File: src/tlbp_pkg.sv
// Shared constants and types for the two-level local-history branch predictor.
// No dependencies; imported by the request interface, the controller, the datapath, the top level and the testbench.
`default_nettype none

package tlbp_pkg;

    // Fixed geometry of the address split. Both counts are powers of two.
    localparam int HISTORY_ENTRIES  = 512;
    localparam int PATTERN_TABLES   = 8;
    localparam int HISTORY_BITS_DEF = 6;

    localparam int PC_W       = 32;
    localparam int TABLE_W    = $clog2(PATTERN_TABLES);
    localparam int HIST_IDX_W = $clog2(HISTORY_ENTRIES);
    localparam int PC_IDX_W   = TABLE_W + HIST_IDX_W;

    // Two-bit saturating counter.
    localparam int         CTR_W     = 2;
    localparam logic [1:0] CTR_MIN   = 2'd0;
    localparam logic [1:0] CTR_RESET = 2'd1;
    localparam logic [1:0] CTR_MAX   = 2'd3;

    // Request command codes.
    localparam logic CMD_PREDICT = 1'b0;
    localparam logic CMD_UPDATE  = 1'b1;

    // Commands from the controller to the datapath.
    typedef struct packed {
        logic clr_we;     // clearing pass writes both tables
        logic load_req;   // request accepted, history read issued
        logic load_hist;  // history data valid, counter read issued
        logic ctr_step;   // counter data valid, result and write-back
    } tlbp_cmd_t;

    // Status from the datapath to the controller.
    typedef struct packed {
        logic clr_done;   // last entry of the clearing pass is being written
    } tlbp_status_t;

endpackage

`default_nettype wire

File: src/tlbp_req_if.sv
// Request channel: valid/ready handshake carrying cmd, pc and taken.
// Depends on tlbp_pkg.
`default_nettype none

interface tlbp_req_if;
    import tlbp_pkg::*;

    logic            valid;
    logic            ready;
    logic            cmd;
    logic [PC_W-1:0] pc;
    logic            taken;

    modport source (output valid, output cmd, output pc, output taken, input ready);
    modport sink   (input valid, input cmd, input pc, input taken, output ready);
endinterface

`default_nettype wire

File: src/tlbp_rsp_if.sv
// Result channel: valid/ready handshake carrying predict_taken.
// No dependencies.
`default_nettype none

interface tlbp_rsp_if;
    logic valid;
    logic ready;
    logic predict_taken;

    modport source (output valid, output predict_taken, input ready);
    modport sink   (input valid, input predict_taken, output ready);
endinterface

`default_nettype wire

File: src/tlbp_ram.sv
// Generic single-write, single-read RAM with a registered read port.
// No dependencies.
`default_nettype none

module tlbp_ram #(
    parameter int WIDTH = 2,
    parameter int DEPTH = 512
) (
    input  wire logic                     clk,
    input  wire logic                     we,
    input  wire logic [$clog2(DEPTH)-1:0] waddr,
    input  wire logic [WIDTH-1:0]         wdata,
    input  wire logic                     re,
    input  wire logic [$clog2(DEPTH)-1:0] raddr,
    output logic      [WIDTH-1:0]         rdata
);
    logic [WIDTH-1:0] mem [DEPTH];

    always_ff @(posedge clk)
    begin
        if (we)
        begin
            mem[waddr] <= wdata;
        end
        if (re)
        begin
            rdata <= mem[raddr];
        end
    end
endmodule

`default_nettype wire

File: src/tlbp_ctrl.sv
// Controller of the predictor: clearing pass, request sequencing and result valid.
// Depends on tlbp_pkg.
`default_nettype none

module tlbp_ctrl (
    input  wire logic                   clk,
    input  wire logic                   rst_n,
    input  wire logic                   req_valid,
    output logic                        req_ready,
    output logic                        rsp_valid,
    input  wire logic                   rsp_ready,
    output tlbp_pkg::tlbp_cmd_t         ctl,
    input  wire tlbp_pkg::tlbp_status_t sts
);
    import tlbp_pkg::*;

    typedef enum logic [1:0] {
        ST_CLEAR,
        ST_IDLE,
        ST_HIST,
        ST_CTR
    } state_t;

    state_t state_reg, state_next;
    logic   out_valid_reg, out_valid_next;
    logic   rsp_free;
    logic   advance;
    logic   accept;

    // The result register can be loaded when empty or when it is being emptied.
    assign rsp_free  = !out_valid_reg || rsp_ready;
    assign advance   = (state_reg == ST_CTR) && rsp_free;
    assign req_ready = (state_reg == ST_IDLE) || advance;
    assign accept    = req_valid && req_ready;
    assign rsp_valid = out_valid_reg;

    assign ctl.clr_we    = (state_reg == ST_CLEAR);
    assign ctl.load_req  = accept;
    assign ctl.load_hist = (state_reg == ST_HIST);
    assign ctl.ctr_step  = advance;

    always_comb
    begin
        state_next = state_reg;
        unique case (state_reg)
            ST_CLEAR:
            begin
                if (sts.clr_done)
                begin
                    state_next = ST_IDLE;
                end
            end
            ST_IDLE:
            begin
                if (accept)
                begin
                    state_next = ST_HIST;
                end
            end
            ST_HIST:
            begin
                state_next = ST_CTR;
            end
            ST_CTR:
            begin
                if (advance)
                begin
                    state_next = accept ? ST_HIST : ST_IDLE;
                end
            end
            default:
            begin
                state_next = ST_CLEAR;
            end
        endcase

        if (advance)
        begin
            out_valid_next = 1'b1;
        end
        else if (rsp_ready)
        begin
            out_valid_next = 1'b0;
        end
        else
        begin
            out_valid_next = out_valid_reg;
        end
    end

    always_ff @(posedge clk or negedge rst_n)
    begin
        if (!rst_n)
        begin
            state_reg     <= ST_CLEAR;
            out_valid_reg <= 1'b0;
        end
        else
        begin
            state_reg     <= state_next;
            out_valid_reg <= out_valid_next;
        end
    end

    // A result only appears after the counter stage.
    a_rsp_from_ctr: assert property (@(posedge clk) disable iff (!rst_n)
        $rose(out_valid_reg) |-> $past(state_reg == ST_CTR))
        else $error("result valid rose without a counter stage");

    // The history stage always hands over to the counter stage in the next cycle.
    a_hist_to_ctr: assert property (@(posedge clk) disable iff (!rst_n)
        state_reg == ST_HIST |=> state_reg == ST_CTR)
        else $error("history stage did not advance");

    // No request is taken while the tables are being cleared.
    a_no_req_in_clear: assert property (@(posedge clk) disable iff (!rst_n)
        ctl.clr_we |-> !ctl.load_req && !ctl.ctr_step)
        else $error("request activity during clearing pass");

    // Completing the counter stage always leaves a result waiting.
    a_step_gives_rsp: assert property (@(posedge clk) disable iff (!rst_n)
        ctl.ctr_step |=> out_valid_reg)
        else $error("counter stage finished without a result");
endmodule

`default_nettype wire

File: src/tlbp_dp.sv
// Datapath of the predictor: history and counter tables, update logic, result register.
// Depends on tlbp_pkg and tlbp_ram.
`default_nettype none

module tlbp_dp #(
    parameter int HISTORY_BITS = tlbp_pkg::HISTORY_BITS_DEF
) (
    input  wire logic                          clk,
    input  wire logic                          rst_n,
    input  wire tlbp_pkg::tlbp_cmd_t           ctl,
    output tlbp_pkg::tlbp_status_t             sts,
    input  wire logic                          req_cmd,
    input  wire logic [tlbp_pkg::PC_IDX_W-1:0] req_pc_idx,
    input  wire logic                          req_taken,
    output logic                               predict_taken
);
    import tlbp_pkg::*;

    localparam int CTR_AW    = TABLE_W + HISTORY_BITS;
    localparam int CTR_DEPTH = 1 << CTR_AW;
    localparam int CLR_W     = (CTR_AW > HIST_IDX_W) ? CTR_AW : HIST_IDX_W;

    logic                    cmd_reg;
    logic                    taken_reg;
    logic [TABLE_W-1:0]      tbl_reg;
    logic [HIST_IDX_W-1:0]   hidx_reg;
    logic [CTR_AW-1:0]       cidx_reg;
    logic                    pred_reg;
    logic [CLR_W-1:0]        clr_cnt_reg, clr_cnt_next;

    logic [HISTORY_BITS-1:0] hist_rdata;
    logic [HISTORY_BITS:0]   hist_shift;
    logic [HISTORY_BITS-1:0] hist_upd;
    logic                    hist_we;
    logic [HIST_IDX_W-1:0]   hist_waddr;
    logic [HISTORY_BITS-1:0] hist_wdata;

    logic [CTR_W-1:0]        ctr_rdata;
    logic [CTR_W-1:0]        ctr_upd;
    logic [CTR_AW-1:0]       ctr_raddr;
    logic                    ctr_we;
    logic [CTR_AW-1:0]       ctr_waddr;
    logic [CTR_W-1:0]        ctr_wdata;

    // Outcome shifts in at the low end; the oldest bit drops off the top.
    assign hist_shift = {hist_rdata, taken_reg};
    assign hist_upd   = hist_shift[HISTORY_BITS-1:0];

    assign hist_we    = ctl.clr_we || (ctl.load_hist && (cmd_reg == CMD_UPDATE));
    assign hist_waddr = ctl.clr_we ? clr_cnt_reg[HIST_IDX_W-1:0] : hidx_reg;
    assign hist_wdata = ctl.clr_we ? '0 : hist_upd;

    assign ctr_raddr  = {tbl_reg, hist_rdata};

    always_comb
    begin
        if (taken_reg)
        begin
            ctr_upd = (ctr_rdata == CTR_MAX) ? ctr_rdata : ctr_rdata + 2'd1;
        end
        else
        begin
            ctr_upd = (ctr_rdata == CTR_MIN) ? ctr_rdata : ctr_rdata - 2'd1;
        end
    end

    assign ctr_we    = ctl.clr_we || (ctl.ctr_step && (cmd_reg == CMD_UPDATE));
    assign ctr_waddr = ctl.clr_we ? clr_cnt_reg[CTR_AW-1:0] : cidx_reg;
    assign ctr_wdata = ctl.clr_we ? CTR_RESET : ctr_upd;

    tlbp_ram #(
        .WIDTH (HISTORY_BITS),
        .DEPTH (HISTORY_ENTRIES)
    ) u_hist_ram (
        .clk   (clk),
        .we    (hist_we),
        .waddr (hist_waddr),
        .wdata (hist_wdata),
        .re    (ctl.load_req),
        .raddr (req_pc_idx[PC_IDX_W-1:TABLE_W]),
        .rdata (hist_rdata)
    );

    tlbp_ram #(
        .WIDTH (CTR_W),
        .DEPTH (CTR_DEPTH)
    ) u_ctr_ram (
        .clk   (clk),
        .we    (ctr_we),
        .waddr (ctr_waddr),
        .wdata (ctr_wdata),
        .re    (ctl.load_hist),
        .raddr (ctr_raddr),
        .rdata (ctr_rdata)
    );

    always_ff @(posedge clk)
    begin
        if (ctl.load_req)
        begin
            cmd_reg   <= req_cmd;
            taken_reg <= req_taken;
            tbl_reg   <= req_pc_idx[TABLE_W-1:0];
            hidx_reg  <= req_pc_idx[PC_IDX_W-1:TABLE_W];
        end
        if (ctl.load_hist)
        begin
            cidx_reg <= ctr_raddr;
        end
        if (ctl.ctr_step)
        begin
            pred_reg <= ctr_rdata[1];
        end
    end

    assign clr_cnt_next = ctl.clr_we ? clr_cnt_reg + 1'b1 : clr_cnt_reg;

    always_ff @(posedge clk or negedge rst_n)
    begin
        if (!rst_n)
        begin
            clr_cnt_reg <= '0;
        end
        else
        begin
            clr_cnt_reg <= clr_cnt_next;
        end
    end

    assign sts.clr_done  = (clr_cnt_reg == '1);
    assign predict_taken = pred_reg;
endmodule

`default_nettype wire

File: src/two_level_local_branch_predictor_top.sv
// Top level of the two-level local-history branch predictor.
// Depends on tlbp_pkg, tlbp_req_if, tlbp_rsp_if, tlbp_ctrl, tlbp_dp and tlbp_ram.
//
//  Channel | Direction | Handshake   | Payload
//  --------+-----------+-------------+---------------------------------
//  req     | in        | valid/ready | cmd (1), pc (32), taken (1)
//  rsp     | out       | valid/ready | predict_taken (1)
//
// The local history read comes first, and its data forms the address of the
// counter read, so the two chained table reads set the pace. When the result
// side keeps up, a new request is accepted in the cycle the previous one
// finishes. After reset the block clears both tables, stepping a counter of
// max(9, 3 + HISTORY_BITS) bits through every value, and accepts no request
// then. A stalled result waits in its own register. A request is still
// accepted while the block is idle, but it then holds in the counter stage,
// and no further request is accepted, until that register is free or is
// being emptied in the same cycle.
`default_nettype none

module two_level_local_branch_predictor_top #(
    parameter int HISTORY_BITS = tlbp_pkg::HISTORY_BITS_DEF
) (
    input  wire logic clk,
    input  wire logic rst_n,
    tlbp_req_if.sink  req,
    tlbp_rsp_if.source rsp
);
    import tlbp_pkg::*;

    tlbp_cmd_t    ctl;
    tlbp_status_t sts;

    // The controller sequences the clearing pass and each request through
    // the history stage and the counter stage, and owns the result valid.
    tlbp_ctrl u_ctrl (
        .clk       (clk),
        .rst_n     (rst_n),
        .req_valid (req.valid),
        .req_ready (req.ready),
        .rsp_valid (rsp.valid),
        .rsp_ready (rsp.ready),
        .ctl       (ctl),
        .sts       (sts)
    );

    // Only the low address bits select a history entry and a pattern table;
    // the rest of the address does not reach the datapath.
    tlbp_dp #(
        .HISTORY_BITS (HISTORY_BITS)
    ) u_dp (
        .clk           (clk),
        .rst_n         (rst_n),
        .ctl           (ctl),
        .sts           (sts),
        .req_cmd       (req.cmd),
        .req_pc_idx    (req.pc[PC_IDX_W-1:0]),
        .req_taken     (req.taken),
        .predict_taken (rsp.predict_taken)
    );
endmodule

`default_nettype wire

File: src/flat_wrapper.sv
// flat-port wrapper written by rule: the top's interface ports become plain ports
module two_level_local_branch_predictor_top_flat import tlbp_pkg::*;
#(
    parameter int HISTORY_BITS = tlbp_pkg::HISTORY_BITS_DEF
)
  (clk, rst_n, req_valid, req_cmd, req_pc, req_taken, req_ready, rsp_valid, rsp_predict_taken, rsp_ready);
  tlbp_req_if req_i ();
  tlbp_rsp_if rsp_i ();
  input  wire logic clk;
  input  wire logic rst_n;
  input wire logic [$bits(req_i.valid)-1:0] req_valid;
  input wire logic [$bits(req_i.cmd)-1:0] req_cmd;
  input wire logic [$bits(req_i.pc)-1:0] req_pc;
  input wire logic [$bits(req_i.taken)-1:0] req_taken;
  output wire logic [$bits(req_i.ready)-1:0] req_ready;
  output wire logic [$bits(rsp_i.valid)-1:0] rsp_valid;
  output wire logic [$bits(rsp_i.predict_taken)-1:0] rsp_predict_taken;
  input wire logic [$bits(rsp_i.ready)-1:0] rsp_ready;
  assign req_i.valid = req_valid;
  assign req_i.cmd = req_cmd;
  assign req_i.pc = req_pc;
  assign req_i.taken = req_taken;
  assign req_ready = req_i.ready;
  assign rsp_valid = rsp_i.valid;
  assign rsp_predict_taken = rsp_i.predict_taken;
  assign rsp_i.ready = rsp_ready;
  two_level_local_branch_predictor_top #(.HISTORY_BITS(HISTORY_BITS)) u_core (.clk(clk), .rst_n(rst_n), .req(req_i), .rsp(rsp_i));
endmodule
File: config.mk
export PLATFORM = sky130hd
export DESIGN_NAME = two_level_local_branch_predictor_top_flat
export DESIGN_NICKNAME = d
export VERILOG_FILES = /design/src/tlbp_pkg.sv /design/src/tlbp_req_if.sv /design/src/tlbp_rsp_if.sv /design/src/tlbp_ram.sv /design/src/tlbp_ctrl.sv /design/src/tlbp_dp.sv /design/src/two_level_local_branch_predictor_top.sv /design/src/flat_wrapper.sv
export SDC_FILE = /design/constraint.sdc
export NUM_CORES = 2
export LEC_CHECK = 0
export ABC_AREA = 1
export ABC_CLOCK_PERIOD_IN_PS = 24600
export BUFFER_PORTS_ARGS = -buffer_cell sky130_fd_sc_hd__buf_2
export CORE_MARGIN = 10
export CORE_UTILIZATION = 45
export CTS_CLUSTER_SIZE = 25
export DETAILED_ROUTE_END_ITERATION = 16
export GPL_TIMING_DRIVEN = 1
export PLACE_DENSITY = 0.71
export SYNTH_ARGS = -nofsm -noshare
export SYNTH_HDL_FRONTEND = slang
export SYNTH_SLANG_ARGS = --single-unit
File: constraint.sdc
create_clock -name clk -period 24.6 [get_ports clk]
set_input_delay 4.92 -clock clk [delete_from_list [all_inputs] [get_ports clk]]
set_output_delay 4.92 -clock clk [all_outputs]
set_load 0.01 [all_outputs]
==> flow_metrics.py <==
metrics = {
    "routing": {
        "num_vias": 112000,
        "drt-total-wl_microns": 429000,
        "wl_per_cell_microns": 21.9,
        "drtAntennaViolNets": 0,
        "drt_iter0_drc": 14300,
        "dr.pass1.iters": 8,
        "drc": 0,
        "viasPerCell": 5.70,
    },
    "cells_and_area": {
        "fill_cells": 31900,
        "largest_register": "u_core.u_dp.u_hist_ram.mem",
        "reg_top3": "u_core.u_dp.u_hist_ram.mem (3072), u_core.u_dp.u_ctr_ram.mem (1024)",
        "nets": 14300,
        "final_cell_area_sq_um": 186000,
        "fin_util_pct": 49.6,
        "regArea_sq_um": 124000,
        "areaGrowthSynthToFinish_pct": 9.74,
        "largest_reg_flops": 3072,
        "drive_above_1_share_pct": 5.54,
        "multi_input_area_sq_um": 41000,
    },
    "clock_tree": {
        "cts_resized": 0,
        "post_cts_buffers": 0,
        "cts_tree": "done",
        "clkSinkCount": 4140,
        "cts.hold.buffers_added": 0,
        "clk_pin_slew_worst_paths_ps": 60,
        "clock_path_buffers": 4,
        "clock_latency_ps": 980,
        "cts_inserted_buffers": 398,
        "root_buffer": "clkbuf_16",
        "htree_levels": 5,
    },
    "synth": {
        "synth_top_area_share_pct": 73.1,
        "yosysSeqAreaShare_pct": 73.3,
        "synth_fp_nets": 14800,
        "syn_area_per_cell_sq_um": 11.5,
        "yosys-top-cells-area": "edfxtp_1, nand3_1, nand2_1",
        "yosysWarnings": 0,
        "synth_async_sr_flop_share_pct": 0.290,
        "yosysMostFrequentCell": "nand2_1",
        "synth_edf_count": 4128,
        "syn_area_sq_um": 170000,
        "synth_seq_cells": 4140,
        "yosysTopAreaCell": "edfxtp_1",
        "synth_commonest_cells": "nand2_1, edfxtp_1, nand3_1, nor2_1, clkbuf_1",
        "synthFlopType": "edfxtp_1",
        "syn_inst": 14700,
        "synth_cell_types": 24,
    },
    "sta": {
        "setup_violations": 0,
        "min_period_ps": 10810,
        "worst_slack_ps": 13790,
        "min_period_over_period_pct": 44.0,
        "rsz0062_at_grt": "false",
        "finClkSkew_ps": 88.6,
        "hold_violations": 0,
        "fin_setup_tns_ps": 0,
        "worst_hold_slack_ps": 527,
        "max_slew.worst_pin.slew_ps": 1270,
        "slew-limit-headroom_pct": 15.4,
        "fmax_mhz": 92.5,
        "slew_viol_final": 0,
    },
    "critical_path": {
        "r2r_slack_ps": 19020,
        "critPathArrivalTime_ps": 5890,
        "critPathKind": "in2out",
        "r2r-end": "u_core.u_dp.u_hist_ram.mem[455][2]",
        "cp_max_fo": 3,
        "worstSetupEndpointType": "output pin",
        "crit_required_ps": 19680,
        "critPathLaunchType": "input port",
        "ff2ff_path_depth": 9,
        "r2r_start": "u_core.u_ctrl.state_reg[1]",
    },
    "floorplan": {
        "ios": 41,
        "die_h_microns": 634,
        "die_w_microns": 634,
        "dieArea_sq_um": 402000,
        "initial_core_util_pct": 45.2,
        "coreArea_sq_um": 376000,
        "num_rows": 225,
    },
    "status": {
        "outcome": "finished clean",
    },
    "global_routing": {
        "grtUsageTotal_pct": 20.5,
        "grt_max_degree": 245,
        "grt.overflow.total": 0,
        "antenna_found_initial": 11,
        "first_global_vias": 106000,
        "grt_pass1_wl_microns": 642000,
    },
    "placed_design": {
        "gp_congestion": 0.860,
        "hpwl_microns": 224000,
        "place_area_sq_um": 173000,
        "io_buffers": 20,
        "post-place-ws_ps": 13670,
    },
    "worst_hold_path": {
        "min_path_type": "reg2reg",
        "hold_end": "u_core.u_dp.predict_taken",
        "worstHoldStart": "u_core.u_dp.u_ctr_ram.rdata[1]",
        "min_path_cells": 0,
    },
    "power_and_ir_drop": {
        "vdd_drop_max_mv": 0.140,
        "power.static_leakage_nw": 63.3,
        "powerDensity_nw_per_um2": 95.0,
    },
    "flow_run": {
        "drv_cap": 0,
    },
}
==> placed cells by master, fill, tap and decap left out, types with 22 or more instances in the layout <==
| cell type | Yosys | routed |
|---|---|---|
| clkinv_2 | 0 | 59 |
| bufinv_16 | 0 | 39 |
| clkbuf_1 | 665 | 87 |
| nor2_1 | 1072 | 1066 |
| buf_4 | 1 | 145 |
| clkbuf_16 | 0 | 404 |
| nand3_1 | 4058 | 4058 |
| buf_12 | 0 | 22 |
| clkinv_1 | 3 | 94 |
| nand2_1 | 4255 | 4223 |
| edfxtp_1 | 4128 | 4128 |
| inv_1 | 49 | 44 |
==> per-layer routing <==
layer | vias up | wire (microns) | track usage (%)
li1 | 51000 | - | -
met1 | 53900 | 167000 | 27.7
met2 | 5659 | 202000 | 33.4
met3 | 986 | 42200 | 3.40
met4 | 8 | 17800 | 7.89
met5 | - | 50 | 0
==> worst max path at each step <==
stage	start	end	slack, ps	cells after the start
3_5_place_dp	req_pc[4]	u_core.u_dp.u_hist_ram.rdata[3]	13670	15
5_1_grt	rsp_ready	req_ready	13780	4
6_report	rsp_ready	req_ready	13790	4
2_1_floorplan	u_core.u_dp.u_ctr_ram.rdata[1]	u_core.u_dp.u_ctr_ram.mem[0][0]	240	2
4_1_cts	rsp_ready	req_ready	13850	4
3_3_place_gp	req_pc[4]	u_core.u_dp.u_hist_ram.rdata[4]	13690	15
==> kinds of logic (layout without fill, tap and decap cells) <==
kind of cell    Yosys count  after routing  share of synthesized area (%)
flops                  4140           4140                           73.3
xor+xnor                  5              5                         0.0258
fa+ha+maj                 2              2                         0.0148
simple gates           9402           9402                           23.8
buf+inv                1126            967                           2.71
compound gates           43             43                          0.149
other cells               0              3                              0
==> worst max-delay path, stage by stage <==
cell,delay (ps)
buf_2,100
nor2_1,340
o21ai_0,300
buf_2,230
==> cell type report <==
| cell class | count | share of cell area [%] |
|---|---|---|
| antenna | 3 | 0.00403 |
| inverter | 63 | 0.156 |
| sequential | 4140 | 66.8 |
| clock inverter | 225 | 1.19 |
| timing repair buffer | 186 | 0.893 |
| clock buffer | 493 | 5.62 |
| tap | 4994 | 3.36 |
| multi-input combinational | 9452 | 22.0 |
==> metrics by stage <==
step / power, mW / instances
2_1_floorplan: 11.4 / 14700
3_3_place_gp: 11.7 / 18800
3_5_place_dp: 11.8 / 18800
4_1_cts: 17.7 / 19600
5_1_grt: 18.2 / 19600
6_report: 17.7 / 19600
==> power breakdown <==
| group | switching [mW] | internal (mW) |
|---|---|---|
| Sequential | 0.0251 | 8.81 |
| Combinational | 2.39 | 0.442 |
| Clock | 2.59 | 3.42 |
Note: power is estimated with default switching activity, not from simulation.
